<file path="src/sv/ptb_pkg.sv">
// Shared types and codes of the periodic timer bank.
// No dependencies; imported by every module of the block but ptb_div.
`timescale 1ns / 1ps
package ptb_pkg;

  localparam int CNT_W = 32;

  localparam logic [1:0] OP_ARM    = 2'd0;
  localparam logic [1:0] OP_DISARM = 2'd1;
  localparam logic [1:0] OP_UPDATE = 2'd2;

  localparam logic [2:0] ST_FIRED      = 3'd0;
  localparam logic [2:0] ST_ARMED      = 3'd1;
  localparam logic [2:0] ST_ARM_REJ    = 3'd2;
  localparam logic [2:0] ST_DISARMED   = 3'd3;
  localparam logic [2:0] ST_DISARM_IGN = 3'd4;

  typedef struct packed {
    logic latch;
    logic arm;
    logic disarm;
    logic idx_clr;
    logic idx_inc;
    logic rd;
    logic chk;
    logic div_start;
    logic commit;
    logic flush;
  } ptb_cmd_t;

  typedef struct packed {
    logic op_arm;
    logic op_disarm;
    logic op_update;
    logic due;
    logic need_div;
    logic div_done;
    logic idx_last;
  } ptb_stat_t;

endpackage

</file>
<file path="src/sv/ptb_div.sv">
// Restoring divider, one quotient bit per cycle.
// Depends on nothing; used by the timer bank datapath.
`timescale 1ns / 1ps
module ptb_div #(
  parameter int W = 32
) (
  input  logic         clk,
  input  logic         rst,
  input  logic         start,
  input  logic [W-1:0] dividend,
  input  logic [W-1:0] divisor,
  output logic         done,
  output logic [W-1:0] quotient
);
  localparam int CW = $clog2(W + 1);

  logic         run;
  logic [CW-1:0] cnt;
  logic [W:0]   rem;
  logic [W-1:0] dsr;
  logic [W:0]   rem_sh;
  logic         take;

  assign rem_sh = {rem[W-1:0], quotient[W-1]};
  assign take   = rem_sh >= {1'b0, dsr};

  always_ff @(posedge clk) begin
    if (rst) begin
      run  <= 1'b0;
      done <= 1'b0;
    end else begin
      done <= 1'b0;
      if (start) begin
        run <= 1'b1;
      end else if (run && cnt == CW'(1)) begin
        run  <= 1'b0;
        done <= 1'b1;
      end
    end
  end

  always_ff @(posedge clk) begin
    if (start) begin
      rem      <= '0;
      quotient <= dividend;
      dsr      <= divisor;
      cnt      <= CW'(W);
    end else if (run) begin
      rem      <= take ? (rem_sh - {1'b0, dsr}) : rem_sh;
      quotient <= {quotient[W-2:0], take};
      cnt      <= cnt - CW'(1);
    end
  end
endmodule

</file>
<file path="src/sv/ptb_dp.sv">
// Datapath of the timer bank: slot flags, period and start memories,
// pending result and output registers. Uses ptb_pkg and ptb_div.
`timescale 1ns / 1ps
module ptb_dp #(
  parameter int NUM_TIMERS = 16,
  parameter int TIME_WIDTH = 32
) (
  input  logic              clk,
  input  logic              rst,
  input  ptb_pkg::ptb_cmd_t cmd,
  output ptb_pkg::ptb_stat_t stat,
  input  logic [1:0]        op,
  input  logic [3:0]        slot,
  input  logic [31:0]       period,
  input  logic              repeat_req,
  input  logic              once_only,
  input  logic [31:0]       now,
  output logic              done,
  output logic [3:0]        out_slot,
  output logic [31:0]       fire_count,
  output logic              expired,
  output logic [2:0]        status,
  output logic              last
);
  import ptb_pkg::*;

  localparam int SW = (NUM_TIMERS > 1) ? $clog2(NUM_TIMERS) : 1;
  localparam int TW = TIME_WIDTH;

  logic [1:0]    it_op;
  logic [3:0]    it_slot;
  logic [TW-1:0] it_period;
  logic          it_rep;
  logic          it_once;
  logic [TW-1:0] it_now;

  logic [NUM_TIMERS-1:0] active;
  logic [NUM_TIMERS-1:0] rep_f;
  logic [NUM_TIMERS-1:0] once_f;
  logic [TW-1:0] per_mem [NUM_TIMERS];
  logic [TW-1:0] st_mem  [NUM_TIMERS];
  logic [TW-1:0] rd_per;
  logic [TW-1:0] rd_st;

  logic [SW-1:0] idx;
  logic [SW-1:0] a_slot;
  logic          in_range;
  logic          arm_ok;
  logic          dis_hit;
  logic [TW-1:0] elapsed;
  logic          need_div;

  logic          cur_exp;
  logic          cur_one;
  logic          pend_v;
  logic [3:0]    pend_slot;
  logic [CNT_W-1:0] pend_cnt;
  logic          pend_exp;

  logic          div_done;
  logic [TW-1:0] quo;
  logic [CNT_W-1:0] q_sat;
  logic [CNT_W-1:0] cnt;

  assign a_slot   = SW'(it_slot);
  assign in_range = {3'b000, it_slot} < 7'(NUM_TIMERS);
  assign arm_ok   = in_range && (it_period != '0);
  assign dis_hit  = in_range && active[a_slot];
  assign elapsed  = it_now - rd_st;
  assign need_div = rep_f[idx] && !once_f[idx];

  assign stat.op_arm    = it_op == OP_ARM;
  assign stat.op_disarm = it_op == OP_DISARM;
  assign stat.op_update = it_op == OP_UPDATE;
  assign stat.due       = active[idx] && (rd_per != '0) && (elapsed >= rd_per);
  assign stat.need_div  = need_div;
  assign stat.div_done  = div_done;
  assign stat.idx_last  = idx == SW'(NUM_TIMERS - 1);

  ptb_div #(.W(TW)) u_div (
    .clk      (clk),
    .rst      (rst),
    .start    (cmd.div_start),
    .dividend (elapsed),
    .divisor  (rd_per),
    .done     (div_done),
    .quotient (quo)
  );

  generate
    if (TW > CNT_W) begin : g_sat
      assign q_sat = (|quo[TW-1:CNT_W]) ? '1 : quo[CNT_W-1:0];
    end else begin : g_ext
      assign q_sat = CNT_W'(quo);
    end
  endgenerate

  assign cnt = cur_one ? CNT_W'(1) : q_sat;

  // Control state.
  always_ff @(posedge clk) begin
    if (rst) begin
      active <= '0;
      pend_v <= 1'b0;
      done   <= 1'b0;
    end else begin
      done <= 1'b0;
      if (cmd.arm && arm_ok) begin
        active[a_slot] <= 1'b1;
      end
      if (cmd.disarm && dis_hit) begin
        active[a_slot] <= 1'b0;
      end
      if (cmd.commit && cur_exp) begin
        active[idx] <= 1'b0;
      end
      if (cmd.commit) begin
        pend_v <= 1'b1;
      end else if (cmd.flush) begin
        pend_v <= 1'b0;
      end
      if (cmd.arm || cmd.disarm || ((cmd.commit || cmd.flush) && pend_v)) begin
        done <= 1'b1;
      end
    end
  end

  // Payload registers.
  always_ff @(posedge clk) begin
    if (cmd.latch) begin
      it_op     <= op;
      it_slot   <= slot;
      it_period <= TW'(period);
      it_rep    <= repeat_req;
      it_once   <= once_only;
      it_now    <= TW'(now);
    end
    if (cmd.arm && arm_ok) begin
      rep_f[a_slot]  <= it_rep;
      once_f[a_slot] <= it_once;
    end
    if (cmd.idx_clr) begin
      idx <= '0;
    end else if (cmd.idx_inc) begin
      idx <= idx + SW'(1);
    end
    if (cmd.chk) begin
      cur_exp <= !rep_f[idx];
      cur_one <= !need_div;
    end
    if (cmd.commit) begin
      pend_slot <= 4'(idx);
      pend_cnt  <= cnt;
      pend_exp  <= cur_exp;
    end
    if (cmd.arm) begin
      out_slot   <= it_slot;
      fire_count <= '0;
      expired    <= 1'b0;
      status     <= arm_ok ? ST_ARMED : ST_ARM_REJ;
      last       <= 1'b1;
    end else if (cmd.disarm) begin
      out_slot   <= it_slot;
      fire_count <= '0;
      expired    <= 1'b0;
      status     <= dis_hit ? ST_DISARMED : ST_DISARM_IGN;
      last       <= 1'b1;
    end else if (cmd.commit || cmd.flush) begin
      out_slot   <= pend_slot;
      fire_count <= pend_cnt;
      expired    <= pend_exp;
      status     <= ST_FIRED;
      last       <= cmd.flush;
    end
  end

  // Period and start memories: one write and one registered read a cycle.
  always_ff @(posedge clk) begin
    if (cmd.arm && arm_ok) begin
      per_mem[a_slot] <= it_period;
      st_mem[a_slot]  <= it_now;
    end else if (cmd.commit && !cur_exp) begin
      st_mem[idx] <= it_now;
    end
    if (cmd.rd) begin
      rd_per <= per_mem[idx];
      rd_st  <= st_mem[idx];
    end
  end
endmodule

</file>
<file path="src/sv/ptb_ctrl.sv">
// Sequencer of the timer bank: decodes items and steps the slot scan.
// Uses ptb_pkg; drives the datapath through ptb_cmd_t.
`timescale 1ns / 1ps
module ptb_ctrl (
  input  logic               clk,
  input  logic               rst,
  input  logic               start,
  input  ptb_pkg::ptb_stat_t stat,
  output logic               busy,
  output ptb_pkg::ptb_cmd_t  cmd
);
  import ptb_pkg::*;

  localparam logic [2:0] S_IDLE   = 3'd0;
  localparam logic [2:0] S_DEC    = 3'd1;
  localparam logic [2:0] S_READ   = 3'd2;
  localparam logic [2:0] S_CHECK  = 3'd3;
  localparam logic [2:0] S_DIV    = 3'd4;
  localparam logic [2:0] S_COMMIT = 3'd5;
  localparam logic [2:0] S_FLUSH  = 3'd6;

  logic [2:0] state;
  logic [2:0] state_next;

  assign busy = state != S_IDLE;

  always_comb begin
    cmd        = '0;
    state_next = state;
    unique case (state)
      S_IDLE: begin
        if (start) begin
          cmd.latch  = 1'b1;
          state_next = S_DEC;
        end
      end
      S_DEC: begin
        if (stat.op_arm) begin
          cmd.arm    = 1'b1;
          state_next = S_IDLE;
        end else if (stat.op_disarm) begin
          cmd.disarm = 1'b1;
          state_next = S_IDLE;
        end else if (stat.op_update) begin
          cmd.idx_clr = 1'b1;
          state_next  = S_READ;
        end else begin
          state_next = S_IDLE;
        end
      end
      S_READ: begin
        cmd.rd     = 1'b1;
        state_next = S_CHECK;
      end
      S_CHECK: begin
        cmd.chk = 1'b1;
        if (stat.due) begin
          if (stat.need_div) begin
            cmd.div_start = 1'b1;
            state_next    = S_DIV;
          end else begin
            state_next = S_COMMIT;
          end
        end else if (stat.idx_last) begin
          state_next = S_FLUSH;
        end else begin
          cmd.idx_inc = 1'b1;
          state_next  = S_READ;
        end
      end
      S_DIV: begin
        if (stat.div_done) begin
          state_next = S_COMMIT;
        end
      end
      S_COMMIT: begin
        cmd.commit = 1'b1;
        if (stat.idx_last) begin
          state_next = S_FLUSH;
        end else begin
          cmd.idx_inc = 1'b1;
          state_next  = S_READ;
        end
      end
      S_FLUSH: begin
        cmd.flush  = 1'b1;
        state_next = S_IDLE;
      end
      default: begin
        state_next = S_IDLE;
      end
    endcase
  end

  always_ff @(posedge clk) begin
    if (rst) begin
      state <= S_IDLE;
    end else begin
      state <= state_next;
    end
  end
endmodule

</file>
<file path="src/sv/periodic_timer_bank.sv">
// Top level of the periodic timer bank: sequencer plus datapath.
// Uses ptb_pkg, ptb_ctrl and ptb_dp.
//
// A command beat is taken when start is high and busy is low. Arm and disarm
// beats give one result beat with last set. An update beat scans every slot
// in ascending order: for each slot a memory read, then the due check; for a
// due slot a commit step, preceded by a division in the shared bit-serial
// divider when the slot repeats and counts multiple periods; and a flush
// step at the end. Results come out as single-cycle beats marked by done and
// cannot be held off; the receiver must take every beat in the cycle it
// appears. Each result of an update is held back until the next due slot's
// commit or the final flush, so that the final one can carry last. An update
// with nothing due gives no result, and neither does the unused op code.
`timescale 1ns / 1ps
module periodic_timer_bank #(
  parameter int NUM_TIMERS = 16,
  parameter int TIME_WIDTH = 32
) (
  input  logic        clk,
  input  logic        rst,
  input  logic        start,
  output logic        busy,
  input  logic [1:0]  op,
  input  logic [3:0]  slot,
  input  logic [31:0] period,
  input  logic        repeat_req,
  input  logic        once_only,
  input  logic [31:0] now,
  output logic        done,
  output logic [3:0]  out_slot,
  output logic [31:0] fire_count,
  output logic        expired,
  output logic [2:0]  status,
  output logic        last
);
  import ptb_pkg::*;

  ptb_cmd_t  cmd;
  ptb_stat_t stat;

  // The sequencer only ever looks at status flags from the datapath.
  ptb_ctrl u_ctrl (
    .clk   (clk),
    .rst   (rst),
    .start (start),
    .stat  (stat),
    .busy  (busy),
    .cmd   (cmd)
  );

  // The datapath holds all slot state and registers every result beat.
  ptb_dp #(
    .NUM_TIMERS (NUM_TIMERS),
    .TIME_WIDTH (TIME_WIDTH)
  ) u_dp (
    .clk        (clk),
    .rst        (rst),
    .cmd        (cmd),
    .stat       (stat),
    .op         (op),
    .slot       (slot),
    .period     (period),
    .repeat_req (repeat_req),
    .once_only  (once_only),
    .now        (now),
    .done       (done),
    .out_slot   (out_slot),
    .fire_count (fire_count),
    .expired    (expired),
    .status     (status),
    .last       (last)
  );
endmodule

</file>
<file path="config.mk">
export PLATFORM = sky130hd
export DESIGN_NAME = periodic_timer_bank
export DESIGN_NICKNAME = d
export VERILOG_FILES = /design/src/sv/ptb_pkg.sv /design/src/sv/ptb_div.sv /design/src/sv/ptb_dp.sv /design/src/sv/ptb_ctrl.sv /design/src/sv/periodic_timer_bank.sv
export SDC_FILE = /design/constraint.sdc
export NUM_CORES = 2
export LEC_CHECK = 0
export BUFFER_PORTS_ARGS = -buffer_cell sky130_fd_sc_hd__buf_2
export CAP_MARGIN = 20
export CELL_PAD_IN_SITES_DETAIL_PLACEMENT = 1
export CELL_PAD_IN_SITES_GLOBAL_PLACEMENT = 1
export CORE_MARGIN = 4
export CORE_UTILIZATION = 39
export CTS_CLUSTER_DIAMETER = 100
export DETAILED_ROUTE_END_ITERATION = 7
export GPL_ROUTABILITY_DRIVEN = 0
export PLACE_DENSITY_LB_ADDON = 0.15
export SYNTH_ARGS = -nofsm -noshare
export SYNTH_HDL_FRONTEND = slang
export SYNTH_SLANG_ARGS = --single-unit
</file>
<file path="constraint.sdc">
create_clock -name clk -period 5.27 [get_ports clk]
set_input_delay 1.3175 -clock clk [delete_from_list [all_inputs] [get_ports clk]]
set_output_delay 1.3175 -clock clk [all_outputs]
set_load 0.05 [all_outputs]
</file>
== Word-level counts from Yosys, hierarchy flattened ==
Memories as Yosys holds them, arrays and structs flattened. A register that Yosys moved wholly into a read port is not among the register bits.
Index checks and enable logic that the tools add are counted.

* Bitwise operators: 5
* Order comparisons: 6
* Reduce and logical (&&, ||, !) cells: 31
* Equal/unequal tests: 12
* Multiplexer cells: 70
* Add/sub/neg operators: 4

{| class="wikitable"
|+ Operator list
! kind !! number
|-
| 2-to-1 mux 32 bit || 4
|-
| 2-to-1 mux 16 bit || 5
|-
| nonzero test 32 bit || 2
|-
| subtractor 32 bit || 2
|-
| >= comparator 33 x 32 -> 1 bit || 1
|-
| bitwise AND 16 bit || 2
|-
| bitwise mux 16 bit || 2
|-
| >= comparator 32 bit || 1
|-
| 2-to-1 mux 1 bit || 32
|-
| inverter 16 bit || 2
|-
| OR reduction 32 bit || 1
|-
| 2-to-1 mux 3 bit || 10
|-
| case mux 3 bit (6 select lines) || 1
|-
| binary-select mux 1 bit (select 4 bit) || 4
|-
| 2-to-1 mux 4 bit || 4
|-
| bitwise OR 16 bit || 1
|-
| logical AND 1 bit || 11
|-
| less-than comparator 4 x 5 -> 1 bit, second input constant || 2
|-
| 2-to-1 mux 2 bit || 5
|-
| == test 3 bit, second input constant || 3
|-
| demux 1 bit (select 4 bit) || 2
|-
| >= comparator 4 x 1 -> 1 bit, second input constant || 2
|-
| == test 3 x 2 -> 1 bit, second input constant || 2
|-
| == test 6 x 1 -> 1 bit, second input constant || 1
|-
| other kinds (17) || 26
|}

* Flip-flop bits (word level): 313
* Memories kept: 2
* Logic and storage cells: 159
* Memory bits (writable): 1024
* Input bits: 75
* Output and inout bits: 43

{| class="wikitable"
|+ Memories
! name !! depth !! bits a word !! read ports !! clocked after Yosys merged registers in !! write ports !! line !! RTL
|-
| u_dp.per_mem || 16 || 32 || 1 || 1 || 1 || ptb_dp.sv:40 || <nowiki>logic [TW-1:0] per_mem [NUM_TIMERS];</nowiki>
|-
| u_dp.st_mem || 16 || 32 || 1 || 1 || 1 || ptb_dp.sv:41 || <nowiki>logic [TW-1:0] st_mem [NUM_TIMERS];</nowiki>
|}

== Longest topological paths before layout ==
* Depth after elaboration: 13
* Mapped depth: 24

== By module ==
From an unflattened synthesis, not the netlist that was laid out.

* Cells, all modules: 3076
* Area, all modules: 57191.1 um2

{| class="wikitable"
|+ By module, submodules not included
! module !! instances !! area each (um2) !! cells each
|-
| ptb_dp || 1 || 50951.4 || 2452
|-
| ptb_div || 1 || 5997.0 || 589
|-
| ptb_ctrl || 1 || 242.7 || 35
|}

== Least setup slack after synthesis ==
Ideal clock, no wire load.

* Path type: reg2reg
* Start: register u_dp.it_now[0]
* End: register u_dp.u_div.quotient[0] (enable)
* Buffers on the path: 2
* Data required time: 4.880 ns
* Path slack: -0.285 ns
* Stages on the path, launching flop included: 24
* Arrival: 5.164 ns
* Setup time: 0.390 ns
* Path through: edfxtp_1 > inv_1 > ha_1 > inv_1 > fa_1 > a21oi_1 > o21ai_0 > a221o_1 > nand3_1 > nand2_1 > a211o_1 > a31oi_1 > xnor2_1 > ha_1 > and4_1 > nand2_1 > nor4_1 > o211ai_1 > a41o_1 > a41oi_2 > and3b_1 > buf_6 > buf_6 > or2_1

* Cells in the longest elaborated chain, start to end: 6

{| class="wikitable"
|+ RTL lines
! element !! line !! RTL
|-
| start, declared || ptb_dp.sv:35 || <nowiki>logic [TW-1:0] it_now;</nowiki>
|-
| start signal, assigned || ptb_dp.sv:136 || <nowiki>it_now <= TW'(now);</nowiki>
|-
| subtractor 32 bit || ptb_dp.sv:69 || <nowiki>assign elapsed = it_now - rd_st;</nowiki>
|-
| >= comparator 32 bit || ptb_dp.sv:75 || <nowiki>assign stat.due = active[idx] && (rd_per != '0) && (elapsed >= rd_per);</nowiki>
|-
| logical AND 1 bit || ptb_dp.sv:75 ||
|-
| 2-to-1 mux 1 bit || ptb_ctrl.sv:57 || <nowiki>if (stat.due) begin</nowiki>
|-
| 2-to-1 mux 2 bit || ptb_ctrl.sv:30 || <nowiki>unique case (state)</nowiki>
|-
| nonzero test 2 bit (no line) || n/a ||
|-
| end signal, assigned || ptb_div.sv:45 || <nowiki>quotient <= dividend;</nowiki>
|-
| end signal, assigned || ptb_div.sv:50 || <nowiki>quotient <= {quotient[W-2:0], take};</nowiki>
|-
| end, declared || ptb_div.sv:13 || <nowiki>output logic [W-1:0] quotient</nowiki>
|}

No other way between the ends.
A chain may end at the register's enable or synchronous reset.

== Final worst setup path ==
* Start: register u_dp.it_now[0]
* End: register u_dp.u_div.quotient[25] (data pin)

* Cells in the longest elaborated chain, start to end: 6

{| class="wikitable"
|+ RTL lines
! element !! line !! RTL
|-
| subtractor 32 bit (*) || ptb_dp.sv:69 ||
|-
| >= comparator 32 bit || ptb_dp.sv:75 ||
|-
| logical AND 1 bit || ptb_dp.sv:75 ||
|-
| 2-to-1 mux 1 bit || ptb_ctrl.sv:57 ||
|-
| 2-to-1 mux 2 bit || ptb_ctrl.sv:30 ||
|-
| 2-to-1 mux 32 bit (*) || ptb_div.sv:43 || <nowiki>if (start) begin</nowiki>
|}

Mark *: on every way between the ends. The rest lies on a longest branch, timed or not.

==> results.py <==
metrics = {
    "setup_path": {
        "rr_endpoint": "u_dp.u_div.quotient[25]",
        "startpoint": "u_dp.it_now[0]",
        "crit_type": "flip-flop to flip-flop",
        "cp.arrival_ns": 5.76,
        "ff2ff_path_depth": 23,
        "crit_path_end_kind": "flip-flop",
        "crit_fanout": 5,
        "r2r_slack_ns": 0.04,
        "reg2reg_from": "u_dp.it_now[0]",
        "worst_setup_path_start_kind": "flip-flop",
        "required_ns": 5.80,
    },
    "global_route": {
        "antenna_found_initial": 6,
        "grt_pass1_wl_um": 226000,
        "grt_pass1_vias": 31816,
        "grt_util_all_layers_pct": 20.5,
        "grt_start_max_net_pins": 121,
        "grt_overflow": 0,
    },
    "timing": {
        "setup-violations-final": 0,
        "rsz0062_at_grt": "true",
        "tightest_slew_ns": 1.08,
        "slew_viol_final": 0,
        "fin_crit_ns": 5.23,
        "hold_viol": 0,
        "setup_tns_ns": 0,
        "fmax_ghz": 0.191,
        "finClkSkew_ns": 0.0405,
        "relSlewSlack_pct": 27.9,
        "timing.final.crit_share_pct": 99.2,
    },
    "job": {
        "maxCapViolCount": 0,
    },
    "power_and_ir_drop": {
        "leakagePower_nw": 21.5,
        "fin_total_pwr_mw": 24.8,
        "power.density_mw_per_mm2": 376,
        "ir_worst_vdd_mv": 0.339,
    },
    "die": {
        "pin_count": 118,
        "coreArea_mm2": 0.144,
        "die_h_um": 389,
        "die_w_um": 389,
        "start_util_pct": 39.4,
        "die_area_mm2": 0.152,
        "placementRows": 139,
    },
    "detailed_routing": {
        "wirelength_um": 155000,
        "wl_per_cell_um": 28.8,
        "first_pass_iters": 6,
        "drt_iter0_markers": 2710,
        "num_vias": 30130,
        "ant_nets": 0,
        "viasPerCell": 5.60,
        "drc": 0,
    },
    "yosys": {
        "synth_edf_count": 1302,
        "async_flop_share_pct": 0,
        "synth_area_per_cell_um2": 18.5,
        "synth_warnings": 0,
        "yosysSeqAreaShare_pct": 72.4,
        "synth_ff_type": "edfxtp_1",
        "ys_ff_latch": 1401,
        "synth_fp_nets": 3252,
        "syn-cell-area_mm2": 0.0567,
        "netlist_instances": 3074,
        "ys_types": 68,
    },
    "cells_and_area": {
        "ff_latch_area_mm2": 0.0411,
        "final_nets": 3529,
        "drive_gt1_share_pct": 26.7,
        "fill_cells": 13550,
        "area_growth_pct": 16.1,
        "multiInputGateArea_mm2": 0.0152,
    },
    "clock_tree": {
        "hold_buffers": 0,
        "clk_path_buf_depth": 3,
        "path_clk_slew_ns": 0.06,
        "insertion_delay_ns": 0.79,
        "ctsHtreeMaxLevel": 4,
        "cts_sinks": 1401,
        "numCtsBuffers": 151,
        "cts_root_buf": "clkbuf_16",
        "cts_tree": "yes",
    },
    "outcome": {
        "outcome": "finished clean",
    },
    "min_path": {
        "min_to": "u_dp.fire_count[2]",
        "hold_depth": 2,
        "hold_start": "u_dp.fire_count[2]",
        "min_path_type": "flip-flop to flip-flop",
    },
    "placement": {
        "port_buffers": 117,
        "hpwl_um": 90900,
    },
}
## logic make-up after synthesis
group / after synthesis / share of synthesized area (%)
buf+inv: 266 / 1.86
compound gates: 395 / 4.19
mux: 388 / 14.4
flops: 1401 / 72.4
simple gates: 466 / 3.97
xor+xnor: 55 / 0.849
fa+ha+maj: 103 / 2.30
## layout make-up
| cell class | count | area share, % |
|---|---|---|
| flip-flops and latches | 1401 | 62.4 |
| well taps | 1903 | 3.62 |
| inverters | 124 | 0.707 |
| repair buffers | 265 | 3.13 |
| clock inverters | 88 | 0.929 |
| multi-input cells | 1408 | 23.1 |
| clock buffers | 186 | 6.11 |
| diodes | 2 | 0.00760 |
## worst max path at each step
stage / endpoint / cells past startpoint
after floorplan: u_dp.u_div.quotient[0] / 23
after global placement: u_dp.u_div.run / 25
after detailed placement: u_dp.u_div.quotient[13] / 21
after CTS: u_dp.u_div.quotient[19] / 23
after global routing: u_dp.u_div.quotient[16] / 23
final: u_dp.u_div.quotient[25] / 23
## registers in the layout, summed over array words and instances, names as in the netlist, 32 cells and up
name,count
u_dp.fire_count,32
u_dp.it_now,32
u_dp.it_period,32
u_dp.pend_cnt,32
u_dp.per_mem,512
u_dp.rd_per,32
u_dp.rd_st,32
u_dp.st_mem,512
u_dp.u_div.dsr,32
u_dp.u_div.quotient,32
u_dp.u_div.rem,32
## what timing repair did
item                                   in CTS  in global routing
setup endpoints to repair                 126                137
setup buffers                               4                 15
cloned                                      1                  7
pin swaps                                   1                 15
endpoints found under the hold margin       0                  0
resized for setup                           4                 58
## synthesized netlist by cell type (18+ instances only)
cell | count | share of area (%)
o21ai_0 | 76 | 0.67
a21o_1 | 29 | 0.38
a21oi_1 | 160 | 1.4
a211oi_1 | 31 | 0.41
nand2b_1 | 20 | 0.22
nor4_1 | 20 | 0.22
nor3_1 | 21 | 0.19
xor2_1 | 21 | 0.32
ha_1 | 101 | 2.2
nor2b_1 | 51 | 0.56
mux4_2 | 340 | 13
mux2_2 | 27 | 0.54
buf_1 | 20 | 0.13
nand2_1 | 151 | 1.0
edfxtp_1 | 1302 | 69
xnor2_1 | 34 | 0.52
nor2_1 | 107 | 0.71
a31oi_1 | 18 | 0.20
nand3_1 | 25 | 0.22
inv_1 | 124 | 0.82
clkbuf_1 | 102 | 0.67
dfxtp_1 | 99 | 3.5
## through the flow
step	setup WS [ns]	area [um2]	hold WS (ns)	utilization, %	cells
final	0.0407	65900	0.450	45.7	5377
after global routing	-0.175	65900	0.468	45.7	5375
after CTS	0.00957	65300	0.455	45.4	5351
after detailed placement	-0.103	60600	0.446	42.1	5072
after global placement	-0.0335	60600	0.446	42.1	5071
after floorplan	0.0234	56700	0.406	-	3074
## cell usage in the layout (no fill, tap or decap), types with 25 or more instances in the layout
| cell | instances |
|---|---|
| a21o_1 | 29 |
| clkbuf_1 | 28 |
| buf_4 | 122 |
| a211oi_1 | 27 |
| edfxtp_1 | 1302 |
| nor2b_1 | 51 |
| mux4_2 | 340 |
| o21ai_0 | 72 |
| clkbuf_16 | 160 |
| ha_1 | 97 |
| dfxtp_1 | 94 |
| a21oi_1 | 154 |
| nor2_1 | 91 |
| xnor2_1 | 33 |
| inv_1 | 122 |
| buf_2 | 117 |
| mux2_4 | 25 |
| nand2_1 | 148 |
| clkinv_1 | 44 |
## power breakdown
part           switching, mW  leakage [nW]  internal [mW]
clock                   4.34          2.27           5.67
combinational           1.17          6.69           1.05
sequential             0.229          12.6           12.3
## metal layers
layer / vias to the layer above / share of wire, % / track usage (%)
met1: 16123 / 46 / 29.9
met2: 879 / 46 / 31.5
met4: 0 / 2.4 / 5.66
li1: 12901 / - / -
met5: - / 0 / 0
met3: 227 / 5.7 / 4.03
## worst max-delay path, stage by stage (launching register included)
cell       delay [ns]
edfxtp_1         0.41
inv_2            0.09
ha_4             0.14
inv_2            0.04
fa_2             0.40
a21oi_2          0.19
o21ai_2          0.09
a221o_1          0.41
nand3_2          0.14
nand2_2          0.06
a211o_1          0.35
a31oi_4          0.18
xnor2_2          0.11
ha_1             0.30
and4_4           0.22
nand2_2          0.05
nor4_2           0.26
buf_4            0.15
o211ai_1         0.08
a41o_1           0.23
a41oi_2          0.22
and3b_4          0.37
clkbuf_16        0.20
mux2_4           0.29
Power figures use the tool's default switching activity.
